`config.mk`:
```
export PLATFORM = sky130hd
export DESIGN_NAME = ascii_stx_etx_response_deframer_top
export DESIGN_NICKNAME = d
export VERILOG_FILES = /design/src/sv/sedf_pkg.sv /design/src/sv/sedf_core.sv /design/src/sv/ascii_stx_etx_response_deframer_top.sv
export SDC_FILE = /design/constraint.sdc
export NUM_CORES = 1
export LEC_CHECK = 0
export ABC_AREA = 1
export BUFFER_PORTS_ARGS = -buffer_cell sky130_fd_sc_hd__buf_2
export CORE_AREA = 8 8 83 85
export CTS_BUF_LIST = sky130_fd_sc_hd__clkbuf_8
export CTS_CLUSTER_SIZE = 12
export DETAILED_ROUTE_END_ITERATION = 16
export DIE_AREA = 0 0 91 93
export PLACE_DENSITY = 0.77
export SLEW_MARGIN = 20
export SYNTH_ARGS = -nofsm -noshare
export SYNTH_HDL_FRONTEND = slang
export SYNTH_SLANG_ARGS = --single-unit
export TNS_END_PERCENT = 50
```
`constraint.sdc`:
```
create_clock -name clk -period 1.79 [get_ports clk]
set_input_delay 0.0895 -clock clk [delete_from_list [all_inputs] [get_ports clk]]
set_output_delay 0.0895 -clock clk [all_outputs]
set_load 0.01 [all_outputs]
```
`src/sv/sedf_pkg.sv`:
```
// Shared types, character codes and helpers for the STX/ETX response deframer.
package sedf_pkg;

  localparam logic [7:0] CH_STX = 8'h02;
  localparam logic [7:0] CH_ETX = 8'h03;
  localparam logic [7:0] CH_NAK = 8'h15;
  localparam logic [2:0] NAK_TAIL = 3'd6;

  typedef enum logic [2:0] {
    PH_IDLE = 3'd0,
    PH_BODY = 3'd1,
    PH_SUM1 = 3'd2,
    PH_SUM2 = 3'd3,
    PH_NAK  = 3'd4
  } phase_t;

  typedef enum logic [2:0] {
    K_PAYLOAD = 3'd0,
    K_GOOD    = 3'd1,
    K_BAD     = 3'd2,
    K_NAK     = 3'd3,
    K_OVER    = 3'd4,
    K_LEAD    = 3'd5
  } kind_t;

  typedef struct packed {
    logic       valid;
    kind_t      kind;
    logic [7:0] value;
  } result_t;

  // One nibble as an uppercase ASCII hex digit.
  function automatic logic [7:0] hex_upper(input logic [3:0] nib);
    logic [7:0] ch;
    if (nib < 4'd10) begin
      ch = 8'h30 + {4'd0, nib};
    end else begin
      ch = 8'h41 + {4'd0, nib} - 8'd10;
    end
    return ch;
  endfunction

endpackage

```
`src/sv/sedf_core.sv`:
```
// Frame state machine: phase, running sum, byte count and per-byte result.
module sedf_core #(
  parameter int MAX_FRAME    = 256,
  parameter int HEADER_CHARS = 4
) (
  input  logic                clk,
  input  logic                rst,
  input  logic                step,
  input  logic [7:0]          rx_byte,
  output sedf_pkg::result_t   res
);

  localparam int CW = $clog2(MAX_FRAME);
  localparam logic [CW-1:0] LAST_IDX = CW'(MAX_FRAME - 1);
  localparam logic [CW:0]   HDR      = (CW+1)'(HEADER_CHARS);

  sedf_pkg::phase_t phase, phase_next;
  logic [7:0]    running_sum, running_sum_next;
  logic [CW-1:0] byte_count, byte_count_next;
  logic [7:0]    first_sum_char, first_sum_char_next;
  logic [2:0]    nak_remaining, nak_remaining_next;

  logic [7:0] sum_add;
  logic       at_last;
  logic       past_header;
  logic [2:0] nak_dec;
  logic       sum_match;

  assign sum_add     = running_sum + rx_byte;
  assign at_last     = (byte_count == LAST_IDX);
  assign past_header = ({1'b0, byte_count} >= HDR);
  assign nak_dec     = (nak_remaining != 3'd0) ? nak_remaining - 3'd1 : 3'd0;
  assign sum_match   = (first_sum_char == sedf_pkg::hex_upper(running_sum[7:4])) &&
                       (rx_byte == sedf_pkg::hex_upper(running_sum[3:0]));

  always_comb begin
    phase_next          = phase;
    running_sum_next    = running_sum;
    byte_count_next     = byte_count;
    first_sum_char_next = first_sum_char;
    nak_remaining_next  = nak_remaining;
    if (step) begin
      unique case (phase)
        sedf_pkg::PH_IDLE: begin
          if (rx_byte == sedf_pkg::CH_STX) begin
            phase_next       = sedf_pkg::PH_BODY;
            running_sum_next = 8'd0;
            byte_count_next  = '0;
          end else if (rx_byte == sedf_pkg::CH_NAK) begin
            phase_next         = sedf_pkg::PH_NAK;
            nak_remaining_next = sedf_pkg::NAK_TAIL;
          end
        end
        sedf_pkg::PH_BODY: begin
          running_sum_next = sum_add;
          if (at_last) begin
            phase_next      = sedf_pkg::PH_IDLE;
            byte_count_next = '0;
          end else begin
            byte_count_next = byte_count + 1'b1;
            if (rx_byte == sedf_pkg::CH_ETX) begin
              phase_next = sedf_pkg::PH_SUM1;
            end
          end
        end
        sedf_pkg::PH_SUM1: begin
          first_sum_char_next = rx_byte;
          phase_next          = sedf_pkg::PH_SUM2;
        end
        sedf_pkg::PH_SUM2: begin
          phase_next = sedf_pkg::PH_IDLE;
        end
        sedf_pkg::PH_NAK: begin
          nak_remaining_next = nak_dec;
          if (nak_dec == 3'd0) begin
            phase_next = sedf_pkg::PH_IDLE;
          end
        end
        default: begin
          phase_next = sedf_pkg::PH_IDLE;
        end
      endcase
    end
  end

  always_comb begin
    res.valid = 1'b0;
    res.kind  = sedf_pkg::K_PAYLOAD;
    res.value = 8'd0;
    unique case (phase)
      sedf_pkg::PH_IDLE: begin
        if (rx_byte != sedf_pkg::CH_STX && rx_byte != sedf_pkg::CH_NAK) begin
          res.valid = 1'b1;
          res.kind  = sedf_pkg::K_LEAD;
        end
      end
      sedf_pkg::PH_BODY: begin
        if (at_last) begin
          res.valid = 1'b1;
          res.kind  = sedf_pkg::K_OVER;
        end else if (rx_byte != sedf_pkg::CH_ETX && past_header) begin
          res.valid = 1'b1;
          res.value = rx_byte;
        end
      end
      sedf_pkg::PH_SUM1: begin
        res.valid = 1'b0;
      end
      sedf_pkg::PH_SUM2: begin
        res.valid = 1'b1;
        res.kind  = sum_match ? sedf_pkg::K_GOOD : sedf_pkg::K_BAD;
        res.value = running_sum;
      end
      sedf_pkg::PH_NAK: begin
        if (nak_dec == 3'd0) begin
          res.valid = 1'b1;
          res.kind  = sedf_pkg::K_NAK;
        end
      end
      default: begin
        res.valid = 1'b0;
      end
    endcase
  end

  always_ff @(posedge clk) begin
    if (rst) begin
      phase          <= sedf_pkg::PH_IDLE;
      running_sum    <= 8'd0;
      byte_count     <= '0;
      first_sum_char <= 8'd0;
      nak_remaining  <= 3'd0;
    end else begin
      phase          <= phase_next;
      running_sum    <= running_sum_next;
      byte_count     <= byte_count_next;
      first_sum_char <= first_sum_char_next;
      nak_remaining  <= nak_remaining_next;
    end
  end

`ifndef SYNTHESIS
  // NAK tail counter is live whenever we sit in the NAK phase
  a_nak_live: assert property (@(posedge clk) disable iff (rst)
    phase == sedf_pkg::PH_NAK |-> nak_remaining != 3'd0)
    else $error("NAK phase with empty tail count");

  // the byte count is cleared on the overflow word
  a_over_clear: assert property (@(posedge clk) disable iff (rst)
    step && phase == sedf_pkg::PH_BODY && at_last |=>
      phase == sedf_pkg::PH_IDLE && byte_count == '0)
    else $error("overflow did not return to idle");
`endif

endmodule

```
`src/sv/ascii_stx_etx_response_deframer_top.sv`:
```
// Top level: input register, frame core and output register for the deframer.
// Usage:
//   Slave channel s_* carries one received serial byte per word (tdata[7:0]).
//   Master channel m_* carries result words: tuser[2:0] kind, tdata[7:0] value.
//   Kinds: payload byte, frame good, checksum mismatch, NAK reply, overflow,
//   unexpected lead. Value is the payload byte or the computed sum, else 0.
//   A word in idle that is not STX or NAK gives an unexpected-lead result.
// Timing:
//   A word accepted is held in the input register; when the core takes it,
//   its result (if any) is registered into the output register and shown on
//   m_*. One word per cycle sustained while m_tready stays high; the
//   frame state update is a single add and compare per word.
// Stall:
//   While m_tvalid is high and m_tready low, the input register holds its word
//   and s_tready drops once that register is full; nothing is lost.
// Reset:
//   rst (synchronous, active high) empties both registers and returns the
//   frame state to idle with zero sum and count.
module ascii_stx_etx_response_deframer_top #(
  parameter int MAX_FRAME    = 256,
  parameter int HEADER_CHARS = 4
) (
  input  logic        clk,
  input  logic        rst,
  input  logic        s_tvalid,
  output logic        s_tready,
  input  logic [7:0]  s_tdata,   // [7:0] rx_byte
  output logic        m_tvalid,
  input  logic        m_tready,
  output logic [7:0]  m_tdata,   // [7:0] value
  output logic [2:0]  m_tuser    // [2:0] kind
);

  logic       in_valid;
  logic [7:0] in_byte;
  logic       advance;
  logic [2:0] out_kind;
  logic [7:0] out_value;
  sedf_pkg::result_t res;

  assign advance  = !m_tvalid || m_tready;
  assign s_tready = !in_valid || advance;

  sedf_core #(
    .MAX_FRAME    (MAX_FRAME),
    .HEADER_CHARS (HEADER_CHARS)
  ) u_core (
    .clk     (clk),
    .rst     (rst),
    .step    (in_valid && advance),
    .rx_byte (in_byte),
    .res     (res)
  );

  always_ff @(posedge clk) begin
    if (rst) begin
      in_valid <= 1'b0;
    end else if (s_tvalid && s_tready) begin
      in_valid <= 1'b1;
    end else if (advance) begin
      in_valid <= 1'b0;
    end
  end

  always_ff @(posedge clk) begin
    if (s_tvalid && s_tready) begin
      in_byte <= s_tdata;
    end
  end

  always_ff @(posedge clk) begin
    if (rst) begin
      m_tvalid <= 1'b0;
    end else if (advance) begin
      m_tvalid <= in_valid && res.valid;
    end
  end

  always_ff @(posedge clk) begin
    if (advance) begin
      out_kind  <= res.kind;
      out_value <= res.value;
    end
  end

  assign m_tdata = out_value;
  assign m_tuser = out_kind;

`ifndef SYNTHESIS
  // a stalled input word must stay put until the core takes it
  a_in_hold: assert property (@(posedge clk) disable iff (rst)
    in_valid && !advance |=> in_valid && $stable(in_byte))
    else $error("input word lost under stall");

  // only payload and sum results carry a nonzero value
  a_zero_value: assert property (@(posedge clk) disable iff (rst)
    m_tvalid && (out_kind == sedf_pkg::K_NAK || out_kind == sedf_pkg::K_OVER ||
                 out_kind == sedf_pkg::K_LEAD) |-> out_value == 8'd0)
    else $error("nonzero value on status result");

  // a new result is only loaded from a live input word
  a_src: assert property (@(posedge clk) disable iff (rst)
    advance && !in_valid |=> !m_tvalid)
    else $error("result without input word");
`endif

endmodule
```
==> flow_results.xml <==
<?xml version="1.0" encoding="UTF-8"?>
<metrics>
  <group name="outcome">
    <metric name="outcome" unit="">finished clean</metric>
  </group>
  <group name="flow_run">
    <metric name="max_cap_violations" unit="">0</metric>
  </group>
  <group name="global_routing">
    <metric name="first_global_vias" unit="">2619</metric>
    <metric name="all_layer_gr_usage" unit="%">16.8</metric>
    <metric name="grt_remaining_overflow" unit="">0</metric>
    <metric name="grt_max_degree" unit="">16</metric>
    <metric name="antenna_found_initial" unit="">0</metric>
    <metric name="grt_first_pass_wirelength" unit="µm">11600</metric>
  </group>
  <group name="yosys">
    <metric name="post_synth_main_area_contributors" unit="">sky130_fd_sc_hd__dfxtp_1, sky130_fd_sc_hd__edfxtp_1, sky130_fd_sc_hd__nand2_1, sky130_fd_sc_hd__inv_1, sky130_fd_sc_hd__ha_1</metric>
    <metric name="synth_warnings" unit="">0</metric>
    <metric name="dominantRegCellSynth" unit="">sky130_fd_sc_hd__dfxtp_1</metric>
    <metric name="yosysTopAreaCellShare" unit="%">21.0</metric>
    <metric name="synthesis.area_per_instance" unit="µm²">7.22</metric>
    <metric name="cell_area_after_synthesis" unit="mm²">0.00305</metric>
    <metric name="post-synth-top-area-cell" unit="">sky130_fd_sc_hd__dfxtp_1</metric>
    <metric name="synth-edff-count" unit="">19</metric>
    <metric name="synth_cell_type_count" unit="">37</metric>
    <metric name="synth.yosys.seq_area_share" unit="%">39.7</metric>
    <metric name="async_reset_ff_share" unit="%">0</metric>
    <metric name="ys_ff_latch" unit="">51</metric>
    <metric name="post_synth_inst_count" unit="">423</metric>
    <metric name="syn-num-nets" unit="">447</metric>
  </group>
  <group name="worst_setup_path">
    <metric name="worstSetupEndpointType" unit="">flip-flop</metric>
    <metric name="critical_path.max_fanout" unit="">3</metric>
    <metric name="worst_r2r_path_depth" unit="">9</metric>
    <metric name="path_class" unit="">flip-flop to flip-flop</metric>
    <metric name="timing.critical_path.from_type" unit="">flip-flop</metric>
    <metric name="endpoint_arrival_time_on_the_critical_path" unit="ns">1.93</metric>
    <metric name="startpoint" unit="">in_byte[0]</metric>
    <metric name="worst-endpoint-required" unit="ns">1.98</metric>
    <metric name="regToRegStartpoint" unit="">in_byte[0]</metric>
  </group>
  <group name="die">
    <metric name="core_area" unit="mm²">0.00568</metric>
    <metric name="die_h" unit="µm">93</metric>
    <metric name="fp.dieArea" unit="mm²">0.00846</metric>
    <metric name="io_pins" unit="">25</metric>
    <metric name="start_util" unit="%">53.8</metric>
    <metric name="rows" unit="">28</metric>
    <metric name="die_width" unit="µm">91</metric>
  </group>
  <group name="clock_network">
    <metric name="clock_sinks" unit="">51</metric>
    <metric name="tritoncts" unit="">yes</metric>
    <metric name="post-cts-setup-buffers" unit="">0</metric>
    <metric name="cts_made_buffers" unit="">5</metric>
    <metric name="ctsLongestPathBuffers" unit="">2</metric>
    <metric name="cts-root-buf" unit="">sky130_fd_sc_hd__clkbuf_8</metric>
    <metric name="worst_setup_hold_path_clk_slew" unit="ns">0.09</metric>
    <metric name="htreeDepth" unit="">2</metric>
    <metric name="clk-insertion-delay-late" unit="ns">0.31</metric>
  </group>
  <group name="cells_and_area">
    <metric name="mostFrequentLayoutCell" unit="">sky130_fd_sc_hd__nand2_1</metric>
    <metric name="layout.cell_area.non_filler" unit="mm²">0.00354</metric>
    <metric name="num_antenna_cells" unit="">0</metric>
    <metric name="design.final.nets" unit="">494</metric>
    <metric name="layout_filler_cell_count" unit="">514</metric>
    <metric name="area.growth.synth_to_final" unit="%">15.9</metric>
    <metric name="layout.cells.most_common_list" unit="">sky130_fd_sc_hd__nand2_1, sky130_fd_sc_hd__inv_1, sky130_fd_sc_hd__nor2_1</metric>
    <metric name="drive_gt1_share" unit="%">21.2</metric>
  </group>
  <group name="sta">
    <metric name="fin_skew" unit="ns">0.00981</metric>
    <metric name="finalSetupTns" unit="ns">0</metric>
    <metric name="worst_margin_slew" unit="ns">0.460</metric>
    <metric name="hold_ws" unit="ns">0.0454</metric>
    <metric name="setup_viol" unit="">0</metric>
    <metric name="layout_min_cycle_time" unit="ns">1.73</metric>
    <metric name="max-slew-margin-rel" unit="%">69.3</metric>
    <metric name="report.final.slew_viol_count" unit="">0</metric>
    <metric name="final.period_utilization" unit="%">96.9</metric>
    <metric name="finalHoldViolCount" unit="">0</metric>
    <metric name="max_freq" unit="GHz">0.577</metric>
    <metric name="grt_setup_unrepaired" unit="">true</metric>
  </group>
  <group name="pwr">
    <metric name="power.density" unit="mW/mm²">592</metric>
    <metric name="ir_drop" unit="mV">0.328</metric>
    <metric name="leakage_power_total" unit="µW">0.00157</metric>
  </group>
  <group name="hold_path">
    <metric name="hp-class" unit="">input pin to flip-flop</metric>
    <metric name="holdPathStages" unit="">3</metric>
    <metric name="holdCritStartpoint" unit="">s_tvalid</metric>
  </group>
  <group name="routing">
    <metric name="wire_per_inst" unit="µm">12.6</metric>
    <metric name="drt_wl_total" unit="µm">6860</metric>
    <metric name="antenna_left" unit="">0</metric>
    <metric name="remaining_drc_errors" unit="">0</metric>
    <metric name="route.detailed.vias_per_inst" unit="">5.19</metric>
    <metric name="detailroute.via_count" unit="">2835</metric>
    <metric name="drt_first_iter_violations" unit="">201</metric>
    <metric name="initial_drt_pass_iterations" unit="">4</metric>
  </group>
  <group name="placement">
    <metric name="dpl-instance-area" unit="mm²">0.00333</metric>
    <metric name="place_hpwl" unit="µm">5170</metric>
    <metric name="gp_congestion" unit="">0.926</metric>
    <metric name="port_buffers" unit="">24</metric>
  </group>
</metrics>
[worst max-delay path: stages, from the launching register on]
cell and delay (ns):
sky130_fd_sc_hd__edfxtp_1 0.41, sky130_fd_sc_hd__ha_2 0.20, sky130_fd_sc_hd__fa_2 0.36, sky130_fd_sc_hd__nand2_1 0.07, sky130_fd_sc_hd__inv_1 0.05, sky130_fd_sc_hd__o21ai_1 0.10, sky130_fd_sc_hd__nand2_1 0.07, sky130_fd_sc_hd__or2_4 0.22
sky130_fd_sc_hd__nand3_2 0.07, sky130_fd_sc_hd__a21oi_2 0.05
[timing repair]
item / CTS / global route
resized for setup: 0 / 16
hold endpoints to repair: 8 / 0
pin swaps: 1 / 2
setup endpoints to repair: 1 / 19
hold buffers: 8 / 0
[through the flow]
stage | instances | util (%) | setup slack [ns] | total power [µW]
3_3_place_gp | 530 | 58.8 | 0.0662 | 1420
3_5_place_dp | 530 | 58.8 | 0.00131 | 1420
6_report | 546 | 62.3 | 0.0557 | 2090
2_1_floorplan | 423 | - | 0.00258 | 1360
5_1_grt | 546 | 62.3 | -0.0398 | 2180
4_1_cts | 546 | 61.8 | 0.0436 | 2100
[worst paths after layout]
check | endpoint | slack [ns]
setup / recovery | u_core.running_sum[4] | 0.06
setup reg to reg | u_core.running_sum[4] | 0.06
hold reg to reg | u_core.first_sum_char[6] | 0.48
hold / removal | in_valid | 0.05
[logic make-up (layout without fill, tap and decap cells)]
logic type | Yosys count | count (layout) | synth area share (%)
xor+xnor | 5 | 5 | 1.43
flops | 51 | 51 | 39.7
simple gates | 215 | 215 | 30.7
fa+ha+maj | 12 | 12 | 5.16
compound gates | 72 | 72 | 13.7
buf+inv | 68 | 116 | 9.26
[flip-flops by register name, indices dropped and copies added (netlist names)]
name / cells
u_core.first_sum_char: 8
in_valid: 1
m_tvalid: 1
m_tuser: 3
u_core.byte_count: 8
u_core.nak_remaining: 3
u_core.running_sum: 8
m_tdata: 8
in_byte: 8
u_core.phase: 3
[per-layer routing]
| metal | track usage (%) | wire [µm] | up-vias | share of wire, % |
|---|---|---|---|---|
| met5 | 0 | 0 | - | 0 |
| met4 | 6.00 | 100 | 0 | 1.5 |
| met3 | 5.13 | 369 | 9 | 5.4 |
| met2 | 27.5 | 3200 | 76 | 47 |
| met1 | 20.5 | 3190 | 1290 | 47 |
| li1 | - | - | 1460 | - |
[Yosys cell counts (6+ instances only)]
library cell	count
sky130_fd_sc_hd__nand2_1	124
sky130_fd_sc_hd__inv_1	57
sky130_fd_sc_hd__nor2_1	34
sky130_fd_sc_hd__dfxtp_1	32
sky130_fd_sc_hd__a21oi_1	24
sky130_fd_sc_hd__o21ai_0	22
sky130_fd_sc_hd__nand3_1	20
sky130_fd_sc_hd__edfxtp_1	19
sky130_fd_sc_hd__nand2_2	14
sky130_fd_sc_hd__ha_1	11
sky130_fd_sc_hd__a21oi_2	8
sky130_fd_sc_hd__o22ai_1	7
sky130_fd_sc_hd__nand4_1	6
[power by group]
part	switching [µW]	internal [µW]	leakage [µW]
Clock	379	307	0.0000524
Sequential	18.3	1220	0.000462
Combinational	99.4	68.5	0.00106
[final cells by class]
cell class	instances	area [µm²]	share of cell area [%]
clock buffer	6	82.6	2.33
clock inverter	2	8.76	0.248
inverter	62	233	6.58
multi-input combinational	304	1600	45.1
sequential	51	1220	34.5
tap	75	93.8	2.65
timing repair buffer	46	305	8.63
(Power assumes the default switching activity.)
